===== config.mk =====
export PLATFORM = sky130hd
export DESIGN_NAME = round_robin_quantum_scheduler_core
export DESIGN_NICKNAME = d
export VERILOG_FILES = /design/src/rtl/core/rrqs_pkg.sv /design/src/rtl/core/rrqs_cell.sv /design/src/rtl/core/round_robin_quantum_scheduler_core.sv
export VERILOG_INCLUDE_DIRS = /design/src /design/src/rtl/core
export SDC_FILE = /design/constraint.sdc
export NUM_CORES = 1
export LEC_CHECK = 0
export ABC_AREA = 1
export BUFFER_PORTS_ARGS = -buffer_cell sky130_fd_sc_hd__buf_4
export CORE_MARGIN = 2
export CORE_UTILIZATION = 55
export DETAILED_ROUTE_END_ITERATION = 6
export GPL_TIMING_DRIVEN = 1
export MAX_ROUTING_LAYER = met4
export PLACE_DENSITY_LB_ADDON = 0.1
export SLEW_MARGIN = 20
export SYNTH_ARGS = -nofsm -noshare
export SYNTH_HDL_FRONTEND = slang
export SYNTH_SLANG_ARGS = --single-unit

===== constraint.sdc =====
create_clock -name clock -period 8.8 [get_ports clock]
set_clock_uncertainty 0.15 [all_clocks]
set_input_delay 1.76 -clock clock [delete_from_list [all_inputs] [get_ports clock]]
set_output_delay 1.76 -clock clock [all_outputs]
set_load 0.005 [all_outputs]

===== src/rtl/core/round_robin_quantum_scheduler_core_assert.svh =====
// Assertion macros for the round-robin quantum scheduler.
`ifndef ROUND_ROBIN_QUANTUM_SCHEDULER_CORE_ASSERT_SVH
`define ROUND_ROBIN_QUANTUM_SCHEDULER_CORE_ASSERT_SVH
`ifndef NO_ASSERTIONS
// same-cycle implication
`define RRQS_ASSERT_IMPLY(label, clk, rst, ante, cons) \
   label: assert property (@(posedge clk) disable iff (rst) (ante) |-> (cons)) \
      else $error("assertion failed");
// next-cycle implication
`define RRQS_ASSERT_NEXT(label, clk, rst, ante, cons) \
   label: assert property (@(posedge clk) disable iff (rst) (ante) |=> (cons)) \
      else $error("assertion failed");
`else
`define RRQS_ASSERT_IMPLY(label, clk, rst, ante, cons)
`define RRQS_ASSERT_NEXT(label, clk, rst, ante, cons)
`endif
`endif


===== src/rtl/core/rrqs_pkg.sv =====
// Shared types and constants for the round-robin quantum scheduler.
`timescale 1ns / 1ps
package rrqs_pkg;
   localparam int QUEUE_DEPTH = 16;
   localparam int CNT_W       = $clog2(QUEUE_DEPTH + 1);
   localparam int ID_W        = 16;
   localparam int LEFT_W      = 16;
   localparam int SLICE_W     = 16;
   localparam int SUM_W       = 32;
   localparam int CSR_ADDR_W  = 3;
   localparam int CSR_DATA_W  = 32;

   localparam logic [CSR_ADDR_W-1:0] ADDR_QUANTUM  = '0;
   localparam logic [SLICE_W-1:0]    QUANTUM_RESET = SLICE_W'(1);
   localparam logic                  CMD_ARRIVE    = 1'b0;
   localparam logic                  CMD_TICK      = 1'b1;

   typedef struct packed {
      logic [ID_W-1:0]   id;
      logic [LEFT_W-1:0] left;
      logic              started;
   } slot_type;

   typedef struct packed {
      logic load;       // take the arriving item
      logic take_head;  // take the old head (rotation to tail)
      logic shift;      // take the neighbor's slot
      logic run;        // head cell: run one unit
   } cell_ctrl_type;
endpackage


===== src/rtl/core/rrqs_cell.sv =====
// One queue cell: holds a slot and hands it toward the head.
`timescale 1ns / 1ps
module rrqs_cell (
   input  logic                   clock,
   input  rrqs_pkg::cell_ctrl_type ctrl,
   input  rrqs_pkg::slot_type     nbr,
   input  rrqs_pkg::slot_type     head,
   input  rrqs_pkg::slot_type     new_slot,
   output rrqs_pkg::slot_type     slot
);
   rrqs_pkg::slot_type slot_ff;
   rrqs_pkg::slot_type slot_in;
   rrqs_pkg::slot_type base;

   always_comb begin
      if (ctrl.load) begin
         base = new_slot;
      end else if (ctrl.take_head) begin
         base = head;
      end else if (ctrl.shift) begin
         base = nbr;
      end else begin
         base = slot_ff;
      end
      slot_in = base;
      if (ctrl.run) begin
         slot_in.left    = base.left - rrqs_pkg::LEFT_W'(1);
         slot_in.started = 1'b1;
      end
   end

   always_ff @(posedge clock) begin
      slot_ff <= slot_in;
   end

   assign slot = slot_ff;
endmodule


===== src/rtl/core/round_robin_quantum_scheduler_core.sv =====
// Round-robin scheduler with time quantum: rsp_valid is registered from start.
// Throughput one item per cycle; busy is never raised, the whole cell chain
// settles, shifts and runs the head together at each clock edge.
// Synchronous reset empties the queue, clears totals and sets quantum to 1.
// Results are strobed for one cycle and cannot be held off.
`timescale 1ns / 1ps
`include "round_robin_quantum_scheduler_core_assert.svh"
module round_robin_quantum_scheduler_core (
   input  logic                              clock,
   input  logic                              reset,
   input  logic                              start,
   output logic                              busy,
   input  logic                              req_cmd,
   input  logic [rrqs_pkg::ID_W-1:0]         req_proc_id,
   input  logic [rrqs_pkg::LEFT_W-1:0]       req_burst,
   output logic                              rsp_valid,
   output logic                              rsp_accepted,
   output logic                              rsp_ran,
   output logic [rrqs_pkg::ID_W-1:0]         rsp_running_id,
   output logic [rrqs_pkg::CNT_W-1:0]        rsp_queued,
   output logic [rrqs_pkg::SUM_W-1:0]        rsp_wait_total,
   output logic [rrqs_pkg::SUM_W-1:0]        rsp_response_total,
   input  logic                              psel,
   input  logic                              penable,
   input  logic                              pwrite,
   input  logic [rrqs_pkg::CSR_ADDR_W-1:0]   paddr,
   input  logic [rrqs_pkg::CSR_DATA_W-1:0]   pwdata,
   output logic [rrqs_pkg::CSR_DATA_W-1:0]   prdata,
   output logic                              pready
);
   localparam int D = rrqs_pkg::QUEUE_DEPTH;
   localparam int CW = rrqs_pkg::CNT_W;

   logic [rrqs_pkg::SLICE_W-1:0] quantum_ff, quantum_in;
   logic [rrqs_pkg::SLICE_W-1:0] slice_ff, slice_in;
   logic [CW-1:0]                occ_ff, occ_in;
   logic [CW-1:0]                unst_ff, unst_in;
   logic [rrqs_pkg::SUM_W-1:0]   wait_ff, wait_in;
   logic [rrqs_pkg::SUM_W-1:0]   resp_ff, resp_in;
   logic                         valid_ff;
   logic                         acc_ff, acc_in;
   logic                         ran_ff;
   logic [rrqs_pkg::ID_W-1:0]    run_id_ff, run_id_in;

   rrqs_pkg::slot_type slots [D];
   rrqs_pkg::slot_type nbrs  [D];
   rrqs_pkg::slot_type new_slot;
   rrqs_pkg::slot_type head_after;

   logic                         accept, arrive_ok, tick, retire, rotate, settle, run_en;
   logic [CW-1:0]                occ_after, unst_after;
   logic [rrqs_pkg::SLICE_W-1:0] reload, slice_after;
   logic [rrqs_pkg::SUM_W:0]     wait_sum, resp_sum;
   logic                         csr_wr;

   // configuration port
   assign pready = 1'b1;
   assign csr_wr = psel && penable && pwrite && pready;
   assign prdata = (paddr == rrqs_pkg::ADDR_QUANTUM)
                   ? rrqs_pkg::CSR_DATA_W'(quantum_ff) : '0;
   assign quantum_in = (csr_wr && paddr == rrqs_pkg::ADDR_QUANTUM)
                       ? pwdata[rrqs_pkg::SLICE_W-1:0] : quantum_ff;

   assign busy   = 1'b0;
   assign accept = start && !busy;

   always_comb begin
      reload    = (quantum_ff == '0) ? rrqs_pkg::SLICE_W'(1) : quantum_ff;
      tick      = accept && (req_cmd == rrqs_pkg::CMD_TICK);
      arrive_ok = accept && (req_cmd == rrqs_pkg::CMD_ARRIVE) && (req_burst != '0)
                  && (occ_ff < CW'(D));
      retire    = tick && (occ_ff != '0) && (slots[0].left == '0);
      rotate    = tick && (occ_ff != '0) && (slots[0].left != '0) && (slice_ff == '0);
      settle    = retire || rotate;
      occ_after = retire ? occ_ff - CW'(1) : (arrive_ok ? occ_ff + CW'(1) : occ_ff);
      run_en    = tick && (occ_after != '0);
      // a lone head that rotates lands back in cell 0
      if (rotate && occ_ff == CW'(1)) begin
         head_after = slots[0];
      end else if (settle) begin
         head_after = slots[1];
      end else begin
         head_after = slots[0];
      end
      slice_after = (settle || slice_ff == '0) ? reload : slice_ff;
      slice_in    = slice_ff;
      if (retire) begin
         slice_in = reload;
      end
      if (run_en) begin
         slice_in = slice_after - rrqs_pkg::SLICE_W'(1);
      end
      unst_after = arrive_ok ? unst_ff + CW'(1) : unst_ff;
      if (run_en && !head_after.started && unst_ff != '0) begin
         unst_after = unst_ff - CW'(1);
      end
      unst_in  = unst_after;
      occ_in   = occ_after;
      wait_sum = {1'b0, wait_ff} + (rrqs_pkg::SUM_W + 1)'(occ_after - CW'(1));
      resp_sum = {1'b0, resp_ff} + (rrqs_pkg::SUM_W + 1)'(unst_after);
      wait_in  = wait_ff;
      resp_in  = resp_ff;
      if (run_en) begin
         wait_in = wait_sum[rrqs_pkg::SUM_W] ? '1 : wait_sum[rrqs_pkg::SUM_W-1:0];
         resp_in = resp_sum[rrqs_pkg::SUM_W] ? '1 : resp_sum[rrqs_pkg::SUM_W-1:0];
      end
      acc_in    = tick || arrive_ok;
      run_id_in = run_en ? head_after.id : '0;
      new_slot.id      = req_proc_id;
      new_slot.left    = req_burst;
      new_slot.started = 1'b0;
   end

   // cell chain, cell 0 is the head
   for (genvar i = 0; i < D; i++) begin : g_cell
      localparam logic [CW-1:0] POS  = CW'(i);
      localparam logic [CW-1:0] POS1 = CW'(i + 1);
      rrqs_pkg::cell_ctrl_type ctrl;

      if (i == D - 1) begin : g_last
         assign nbrs[i] = '0;
      end else begin : g_mid
         assign nbrs[i] = slots[i + 1];
      end

      always_comb begin
         ctrl.load      = arrive_ok && (occ_ff == POS);
         ctrl.take_head = rotate && (occ_ff == POS1);
         ctrl.shift     = settle;
         ctrl.run       = run_en && (i == 0);
      end

      rrqs_cell u_cell (
         .clock    (clock),
         .ctrl     (ctrl),
         .nbr      (nbrs[i]),
         .head     (slots[0]),
         .new_slot (new_slot),
         .slot     (slots[i])
      );
   end

   always_ff @(posedge clock) begin
      if (reset) begin
         quantum_ff <= rrqs_pkg::QUANTUM_RESET;
         slice_ff   <= rrqs_pkg::QUANTUM_RESET;
         occ_ff     <= '0;
         unst_ff    <= '0;
         wait_ff    <= '0;
         resp_ff    <= '0;
         valid_ff   <= 1'b0;
      end else begin
         quantum_ff <= quantum_in;
         slice_ff   <= slice_in;
         occ_ff     <= occ_in;
         unst_ff    <= unst_in;
         wait_ff    <= wait_in;
         resp_ff    <= resp_in;
         valid_ff   <= accept;
      end
   end

   always_ff @(posedge clock) begin
      acc_ff    <= acc_in;
      ran_ff    <= run_en;
      run_id_ff <= run_id_in;
   end

   assign rsp_valid          = valid_ff;
   assign rsp_accepted       = acc_ff;
   assign rsp_ran            = ran_ff;
   assign rsp_running_id     = run_id_ff;
   assign rsp_queued         = occ_ff;
   assign rsp_wait_total     = wait_ff;
   assign rsp_response_total = resp_ff;

   `RRQS_ASSERT_IMPLY(a_occ_bound, clock, reset, 1'b1, occ_ff <= CW'(D))
   `RRQS_ASSERT_IMPLY(a_unst_bound, clock, reset, 1'b1, unst_ff <= occ_ff)
   `RRQS_ASSERT_NEXT(a_rsp_follows, clock, reset, accept, rsp_valid)
   `RRQS_ASSERT_IMPLY(a_ran_nonempty, clock, reset, rsp_valid && rsp_ran, rsp_queued != '0)
endmodule


---- After elaboration in Yosys (flattened, before gate mapping) ----
Cells that the tools add are included.
cells by class
  mux-type cells .......................... 60
  eq/ne operators ......................... 16
  multiply operators ...................... 0
  bitwise logic cells ..................... 1
  divide/modulo/power cells ............... 0
  shifts and indexed selects .............. 0
  $lt $le $gt $ge ......................... 1
  add/subtract/negate cells ............... 9
  reduce and logical (&&, ||, !) cells .... 91
operators by type and width
  kind                                                 count
  two-way mux 33 bit                                   48
  two-way mux 16 bit                                   5
  two-way mux 32 bit                                   2
  logical NOT 16 bit                                   3
  logical AND 1 bit                                    46
  nonzero test 3 bit                                   15
  == test 5 x 4 -> 1 bit (second input constant)       8
  adder 32 x 33 -> 33 bit                              1
  adder 32 x 5 -> 33 bit                               1
  nonzero test 16 bit                                  2
  nonzero test 2 bit                                   16
  subtractor 16 x 1 -> 16 bit (second input constant)  2
  == test 5 x 3 -> 1 bit (second input constant)       4
  two-way mux 5 bit                                    4
  two-way mux 17 bit                                   1
  nonzero test 5 bit                                   3
  adder 5 x 1 -> 5 bit (second input constant)         2
  == test 5 x 2 -> 1 bit (second input constant)       2
  subtractor 5 x 1 -> 5 bit (second input constant)    2
  subtractor 5 x 1 -> 6 bit (second input constant)    1
  == test 5 x 1 -> 1 bit (second input constant)       1
  == test 5 bit (second input constant)                1
  logical NOT 5 bit                                    1
  < comparator 5 bit (second input constant)           1
  other kinds (4)                                      6
word-level totals
  memories ................................ 0
  logic and storage cells ................. 236
  bits in latches ......................... 0
  register bits ........................... 653
  output and inout bits ................... 122
  memory bits (read-only) ................. 0
  input bits .............................. 74
  RAM bits ................................ 0

---- Depth between registers and ports, before layout ----
Gate-level depths: netlist of the first run.
  word-level depth ........................ 13
  mapped depth ............................ 33

---- Hierarchy ----
Synthesis of the first run repeated with hierarchy kept, for this count alone.
second synthesis, totals
  cells, all modules ...................... 6497
  area, all modules ....................... 45085.7 µm²
modules (own cells, without submodules)
  module                              sequential area each (µm²)  area an instance (µm²)  times used  cells each
  rrqs_cell (g_cell[13].u_cell ...)   820.8                       2247.2                  12          314
  round_robin_quantum_scheduler_core  2502.4                      9311.4                  1           1485
  rrqs_cell (g_cell[0].u_cell ...)    820.8                       2202.1                  4           311

---- Worst setup path before layout of the first run ----
OpenSTA, ideal clock, no wires.
  kind .................................... input port to flip-flop
  start ................................... input port req_burst[4] (netlist bit)
  end ..................................... register wait_ff, in the netlist rsp_wait_total[11]
  setup slack ............................. 3.150 ns
  data arrival time ....................... 5.441 ns
  required time ........................... 8.591 ns
  stages .................................. 28
  path through ............................ inv_1 -> nand3_1 -> nor2_1 -> nand2_1 -> nand3_2 -> nand2_1 -> nand2_1 -> nand2_1 -> nand2_1 -> inv_1 -> nand3_2 -> clkbuf_1 -> inv_1 -> ha_1 -> nand2_1 -> inv_1 -> nand2_1 -> nand2_1 -> inv_1 -> o21ai_0 -> nand2_1 -> nand2_1 -> nand3_1 -> nand2_1 -> clkinv_1 -> buf_2 -> nand4_1 -> o211a_1
on the way
  cells in the longest elaborated chain, start to end .. 8
RTL lines
  item                               line                                       text
  from (decl)                        round_robin_quantum_scheduler_core.sv:15   input logic [rrqs_pkg::LEFT_W-1:0] req_burst,
  nonzero test 16 bit *              round_robin_quantum_scheduler_core.sv:70   arrive_ok = accept && (req_cmd == rrqs_pkg::CMD_ARRIVE) && (req_burst != '0)
  logical AND 1 bit *                round_robin_quantum_scheduler_core.sv:70
  logical AND 1 bit *                round_robin_quantum_scheduler_core.sv:71   && (occ_ff < CW'(D));
  two-way mux 5 bit * (2 in series)  round_robin_quantum_scheduler_core.sv:75   occ_after = retire ? occ_ff - CW'(1) : (arrive_ok ? occ_ff + CW'(1) : occ_ff);
  subtractor 5 x 1 -> 6 bit          round_robin_quantum_scheduler_core.sv:99   wait_sum = {1'b0, wait_ff} + (rrqs_pkg::SUM_W + 1)'(occ_after - CW'(1));
  adder 32 x 33 -> 33 bit            round_robin_quantum_scheduler_core.sv:99
  two-way mux 32 bit                 round_robin_quantum_scheduler_core.sv:104  wait_in = wait_sum[rrqs_pkg::SUM_W] ? '1 : wait_sum[rrqs_pkg::SUM_W-1:0];
  to (signal assigned)               round_robin_quantum_scheduler_core.sv:157  wait_ff <= wait_in;
  to (decl)                          round_robin_quantum_scheduler_core.sv:38   logic [rrqs_pkg::SUM_W-1:0] wait_ff, wait_in;
Mark *: on every way between the ends. The rest lies on a longest branch, timed or not.
A chain may end at the register's enable or synchronous reset.

---- Worst setup path after layout of the first run ----
  start ................................... input port req_burst[12] (netlist bit)
  end ..................................... register resp_ff, in the netlist rsp_response_total[25]
on the way
  cells in the longest elaborated chain, start to end .. 12
RTL lines
  item                             line                                       text
  nonzero test 16 bit *            round_robin_quantum_scheduler_core.sv:70
  logical AND 1 bit *              round_robin_quantum_scheduler_core.sv:70
  logical AND 1 bit *              round_robin_quantum_scheduler_core.sv:71
  two-way mux 5 bit (2 in series)  round_robin_quantum_scheduler_core.sv:75
  nonzero test 5 bit               round_robin_quantum_scheduler_core.sv:76   run_en = tick && (occ_after != '0);
  logical AND 1 bit                round_robin_quantum_scheduler_core.sv:76
  logical AND 1 bit (2 in series)  round_robin_quantum_scheduler_core.sv:94   if (run_en && !head_after.started && unst_ff != '0) begin
  two-way mux 5 bit *              round_robin_quantum_scheduler_core.sv:94
  named net unst_after[0]          round_robin_quantum_scheduler_core.sv:51   logic [CW-1:0] occ_after, unst_after;
  adder 32 x 5 -> 33 bit *         round_robin_quantum_scheduler_core.sv:100  resp_sum = {1'b0, resp_ff} + (rrqs_pkg::SUM_W + 1)'(unst_after);
  two-way mux 32 bit *             round_robin_quantum_scheduler_core.sv:105  resp_in = resp_sum[rrqs_pkg::SUM_W] ? '1 : resp_sum[rrqs_pkg::SUM_W-1:0];
  to (signal assigned)             round_robin_quantum_scheduler_core.sv:158  resp_ff <= resp_in;
  to (decl)                        round_robin_quantum_scheduler_core.sv:39   logic [rrqs_pkg::SUM_W-1:0] resp_ff, resp_in;
The timed path passes the listed nets; every way through them passes the cells marked *.

==> results.tsv, run 1 <==
metric	value	unit
status	finished, final reports clean	
cells after synthesis	4332	
DP HPWL	62900	µm
drt first pass iters	6	
Setup Fix Bufs, Post-CTS	0	
Root Driver	clkbuf_16	
largest net degree at the start of global routing	83	
FF+latch area	0.0179	mm²
Initial Util	0.553	
commonest non-fill, non-tap cells in the layout	843 x nand2_1, 615 x o21ai_0, 588 x inv_1	
type of origin of the critical path	primary input	
H-tree depth	3	
Slew Limit Headroom	0.316	
Die Area	0.0678	mm²
unrepaired setup endpoints after global routing	no	
DR iter-0 viols	3593	
nets	4411	
Num CTS Buffers	73	
Post-CTS Hold Fix Bufs	0	
die span in y	260	µm
VDD IR max	0.000163	V
clock tree buffer depth	3	
DRC	0	
dpl cells	5076	
Slew Limit Fails	0	
final setup fails	0	
final critical-path required period	6.73	ns
Placed Instance Area	0.0375	mm²
via count	31000	
post-synthesis sequential area ratio	0.494	
Core Footprint	0.0654	mm²
Final Instance Area	0.0399	mm²
crit end category	register	
number of global-route vias before repair	28500	
area share of the largest cell type after synthesis	0.398	
worst skew pair latency	0.62	ns
Port Buffers	161	
Fin. Hold Viols	0	
Area contributors post-synth	edfxtp_1 40%, dfxtp_1 9.6%, o211ai_1 9.5%, nand2_1 9.2%, o21ai_0 8.5%	
PostCTS Resize Cnt	0	
f_max	148	MHz
Syn. warnings	0	
Final Cycle Share	0.765	
ANT nets after route	0	
Routed WL	114000	µm
share of layout cells above drive strength 1	0.0925	
syn avg cell area	8.35	µm²
Fin Setup TNS	0	ns
max-cap viol count	0	
commonest non-fill, non-tap cell in the layout	nand2_1	
Layout area overhead	10.2	%
Final Worst Setup Slack	2.07	ns
Post-Layout Cell Count	5211	
clk sinks	653	
Fillers	5855	
Post-Syn Area	0.0362	mm²
critical path fanouts, max	31	
number of synthesized register bits	653	
total power	7.60	mW
Crit path arrival time	7.12	ns
overall global routing resource usage	0.344	
worst-margin pin slew	1.03	ns
vias per std cell	5.95	
CP required	9.18	ns
WL per Instance	21.8	µm
num ports	196	
initial antenna violation count	3	
Setup WS pre-CTS	1.51	ns
Die Wd	260	µm
first-pass GRT wire length	173000	µm
Pwr per Cell Area	190	mW/mm²
synth unique cells	47	
GPL Wtd Cong	0.920	
clock-pin slew on the worst setup and hold paths	0.06	ns
Placement Rows	94	
CTS tree	done	
critical path class	primary input to register	
P_leak	16.7	nW
Yosys top cell by area	edfxtp_1	
footprint of the multi-input gates	0.0147	mm²
worst hold path type	register to register	
Overflow after GRT	0	
flip-flops by register name, summed over array words and instances, names as in the netlist:
signal and flops:
rsp_ran 1, quantum_ff 16, g_cell.u_cell.slot 528, rsp_running_id 16, unst_ff 5, slice_ff 16
rsp_accepted 1, rsp_response_total 32, rsp_valid 1, rsp_queued 5, rsp_wait_total 32
final timing paths:
check	startpoint	to	slack, ns	cells after the start
hold / removal	slice_ff[10]	slice_ff[10]	0.33	2
setup / recovery	req_burst[12]	rsp_response_total[25]	2.07	28
hold reg to reg	slice_ff[10]	slice_ff[10]	0.33	2
setup reg to reg	g_cell[0].u_cell.slot[9]	rsp_response_total[25]	2.27	27
per-layer routing:
layer  global-route usage  share of wire  vias to the layer above
met2                0.510           0.44                     1510
li1                     -              -                    14700
met5                    -              0                        -
met4                0.108          0.030                        0
met1                0.476           0.42                    14500
met3               0.0661           0.11                      226
per-stage QoR:
step,hold WS (ns),utilization
after floorplan,0.302,-
after global placement,0.318,0.574
after detailed placement,0.324,0.574
after CTS,0.333,0.610
after global routing,0.357,0.610
final,0.333,0.610
where the power goes:
group	total (mW)	switching [mW]	internal (mW)
sequential	3.64	0.246	3.39
clock	3.05	1.28	1.76
combinational	0.909	0.609	0.300
synth_stat cells, drive strengths merged:
master  count
clkinv      2
nor3       29
or2         1
nor3b       2
conb        2
nor2      231
o21ai     622
dfxtp     173
mux2i       1
inv       599
xor2       46
a21boi      2
o211a      17
a21oi     119
clkbuf    236
and2        1
nand3      96
a21o        8
a31o        1
o22ai      34
xnor2      35
ha         47
nand4      49
nand2     893
a31oi       8
edfxtp    480
o21bai     11
nor4        5
buf       116
nand3b      7
o21a        1
fa          2
o211ai    456
worst max-delay path: stages:
cell,delay [ns]
buf_4,0.13
inv_1,0.35
nand3_1,0.24
nor2_1,0.14
nand2_1,0.23
nand3_2,0.29
nand3_1,0.11
nand2_1,0.18
nand2_1,0.11
inv_1,0.09
nand3_2,0.28
nand2_4,0.15
inv_2,0.04
nand2_2,0.12
o21ai_0,0.15
inv_1,0.08
ha_1,0.17
inv_1,0.08
fa_1,0.45
inv_1,0.07
nand3_1,0.07
nand2_1,0.15
a21oi_1,0.11
nor2_1,0.29
nand4_1,0.19
inv_1,0.66
o21ai_0,0.22
a21oi_1,0.17
cell type report:
cell class,count,share of cell area
sequential,653,0.448
timing repair buffer,217,0.0409
clock buffer,105,0.0531
tap,864,0.0271
multi-input combinational,2742,0.368
clock inverter,26,0.00552
inverter,601,0.0567
antenna,3,0.000188
logic make-up after synthesis:
logic type | Yosys count | synth area share
fa+ha+maj | 49 | 0.0174
other cells | 2 | 0.000208
mux | 1 | 0.000623
simple gates | 1314 | 0.149
flops | 653 | 0.494
compound gates | 1279 | 0.214
xor+xnor | 81 | 0.0196
buf+inv | 953 | 0.105
(Power assumes the default switching activity.)
==> run 2: changes to the inputs <==
Settings changed: ABC_AREA 1 to 0.
Clock period 8.8 ns to 6.5 ns, I/O delays scaled along.
==> run 2 against run 1 <==
Flip-flop and latch count is the same. Global-route usage shrank 1.9 points. Combinational power grew 5.5%. Non-clock buffer count grew 52. Critical path depth shrank 7. Synthesized cell count shrank 14%. Clock power grew 33%. Final cell count shrank 12%. Sequential power grew 34%. Synthesized area shrank 5.0%.
==> results.tsv, run 2 <==
metric	value	unit
H-tree depth	3	
WL per Instance	22.4	µm
max-cap viol count	0	
crit end category	register	
Synth Area in Compound Gates	0.143	
Largest stage delay, worst path	0.57	ns
Overflow after GRT	0	
Post-CTS Hold Fix Bufs	0	
Die Wd	254	µm
drt first pass iters	7	
footprint of the multi-input gates	0.0150	mm²
status	finished, final reports clean	
type of origin of the critical path	primary input	
Yosys top cell by area	edfxtp_1	
largest net degree at the start of global routing	71	
Crit path arrival time	6.39	ns
cells after synthesis	3735	
VDD IR max	0.000205	V
Core Footprint	0.0617	mm²
DRC	0	
DP HPWL	61900	µm
Post-Syn Area	0.0344	mm²
most frequent cell after synthesis	nand2_1	
vias per std cell	6.20	
via count	28600	
simple-gate portion of the synthesized area	0.183	
Crit path max-delay family	compound AO/OA/AOI/OAI gates	
post-synthesis async set-or-reset flop share	0	
Routed WL	103000	µm
Post-synth top cells	691 x nand2_1, 603 x nor2_1, 480 x edfxtp_1	
Final Cycle Share	0.937	
Slowest-stage cell, CP	nor4_2	
Syn. warnings	0	
GPL Wtd Cong	0.892	
synth unique cells	70	
PostCTS Resize Cnt	0	
first-pass GRT wire length	156000	µm
number of global-route vias before repair	26600	
combinational power share	0.097	
area share of the largest cell type after synthesis	0.419	
Fin. Hold Viols	0	
Clk network pwr share	0.411	
DR iter-0 viols	3067	
syn avg cell area	9.20	µm²
number of synthesized flops with an enable pin	480	
commonest non-fill, non-tap cell in the layout	nand2_1	
Area contributors post-synth	edfxtp_1 42%, dfxtp_1 10%, nand2_1 7.5%, mux2i_1 6.9%, nor2_1 6.6%	
Setup Fix Bufs, Post-CTS	0	
num ports	196	
worst path bufs/invs	5	
CP required	6.80	ns
P_sw	2.58	mW
xor and xnor area share after synthesis	0.0181	
die span in y	254	µm
Post-Layout Cell Count	4609	
Layout area overhead	11.8	%
Die Area	0.0645	mm²
Initial Util	0.557	
Internal Power	7.30	mW
overall global routing resource usage	0.325	
Pwr per Cell Area	257	mW/mm²
Reg power frac	0.492	
Num CTS Buffers	72	
Cell Chain, Critical Path	buf_4 -> nor4_2 -> a41o_1 -> buf_4 -> nand2b_1 -> nand3_1 -> a222oi_1 -> buf_4 -> and2_1 -> buf_12 -> ha_1 -> a21oi_1 -> o21a_1 -> nand3_1 -> o21ai_0 -> a31oi_1 -> a21oi_1 -> o21ai_0 -> a211oi_4 -> buf_4 -> a211oi_1	
Fillers	5100	
P_leak	14.8	nW
post-synthesis mux area share	0.0690	
CTS tree	done	
Root Driver	clkbuf_16	
total power	9.88	mW
unrepaired setup endpoints after global routing	no	
worst hold path type	register to register	
ys flop type	edfxtp_1	
share of layout cells above drive strength 1	0.116	
ANT nets after route	0	
worst skew pair latency	0.62	ns
FF+latch area	0.0179	mm²
f_max	164	MHz
commonest non-fill, non-tap cells in the layout	666 x nand2_1, 591 x nor2_1, 480 x edfxtp_1	
critical path class	primary input to register	
largest family of logic cells by synthesized area	simple AND/OR/NAND/NOR gates	
Slew Limit Fails	0	
post-synthesis adder-cell area fraction	0.0183	
max reg flops	528	
worst-margin pin slew	1.11	ns
final critical-path required period	6.09	ns
switching share of power	0.261	
clk sinks	653	
crit-path most repeated cell	buf_4	
final setup fails	0	
number of synthesized register bits	653	
nets	3841	
Port Buffers	161	
clock-pin slew on the worst setup and hold paths	0.06	ns
Slew Limit Headroom	0.258	
dpl cells	4481	
critical path fanouts, max	15	
clock tree buffer depth	3	
initial antenna violation count	1	
Placement Rows	91	
post-synthesis sequential area ratio	0.520	
[run 2: cell count changes in the layout (fill, tap and decap cells not counted), sizes merged, moves of 46 or more]
cell    change
nor2      +372
o211ai    -446
mux2i     +236
a31oi     +262
buf        +52
a21oi     +170
nand2     -202
nand3      -46
inv       -571
o21ai     -567
[run 2: final timing paths]
check | cells past startpoint | slack (ns) | to | start
worst max-delay path | 21 | 0.41 | rsp_wait_total[3] | req_burst[13]
worst min register to register | 1 | 0.35 | g_cell[14].u_cell.slot[0] | g_cell[14].u_cell.slot[0]
worst max register to register | 19 | 0.62 | rsp_wait_total[3] | g_cell[0].u_cell.slot[6]
worst min-delay path | 1 | 0.35 | g_cell[14].u_cell.slot[0] | g_cell[14].u_cell.slot[0]
[run 2: layer usage]
metal | track usage | share of wire | vias up
li1 | - | - | 13100
met1 | 0.426 | 0.41 | 13800
met2 | 0.507 | 0.46 | 1385
met3 | 0.0590 | 0.096 | 275
met4 | 0.119 | 0.036 | 0
met5 | - | 0 | -
[run 2: power by group through the flow]
stage	clock network [mW]	logic, mW	registers (mW)
final	4.05	0.959	4.86
after global routing	4.25	1.05	4.89
after CTS	4.09	0.944	4.86
after detailed placement	0	0.937	4.94
after global placement	0	0.912	4.94
after floorplan	0	0.820	4.71
[run 2: layout make-up]
class,instances,share of cell area
Sequential cell,653,0.465
Multi-Input combinational cell,2694,0.391
Timing Repair Buffer,269,0.0538
Clock buffer,95,0.0516
Tap cell,837,0.0272
Clock inverter,32,0.00801
Inverter,28,0.00280
Antenna cell,1,0.0000651
[run 2: cell families (layout without fill, tap and decap cells)]
kind of cell,after synthesis,count (layout)
adders and majority gates,49,49
other,2,19
xor gates and xnor gates,71,71
DFF,653,653
buffers and inverters,404,424
AOI/OAI and AO/OA,794,794
muxes,237,237
and+or+nand+nor,1525,1525
[run 2: per-stage QoR]
| step | setup slack (ns) | area, µm² | setup TNS, ns | util | hold WS (ns) |
|---|---|---|---|---|---|
| 6_report | 0.412 | 38400 | 0 | 0.623 | 0.352 |
| 5_1_grt | 0.125 | 38400 | 0 | 0.623 | 0.367 |
| 4_1_cts | 0.527 | 38400 | 0 | 0.623 | 0.353 |
| 3_5_place_dp | -0.102 | 36100 | -1.57 | 0.586 | 0.337 |
| 3_3_place_gp | -0.0531 | 36100 | -0.483 | 0.586 | 0.326 |
| 2_1_floorplan | 0.0595 | 34400 | 0 | - | 0.316 |
[run 2: worst register-to-register path: cells and delay by family, from the launching register on]
| kind | cells | cell delay, ns |
|---|---|---|
| AND/OR/NAND/NOR | 5 | 1.74 |
| buffers and inverters | 3 | 0.69 |
| adder cells (fa/ha/maj) | 1 | 0.28 |
| flip-flops | 1 | 0.55 |
| AO/OA/AOI/OAI | 10 | 2.32 |
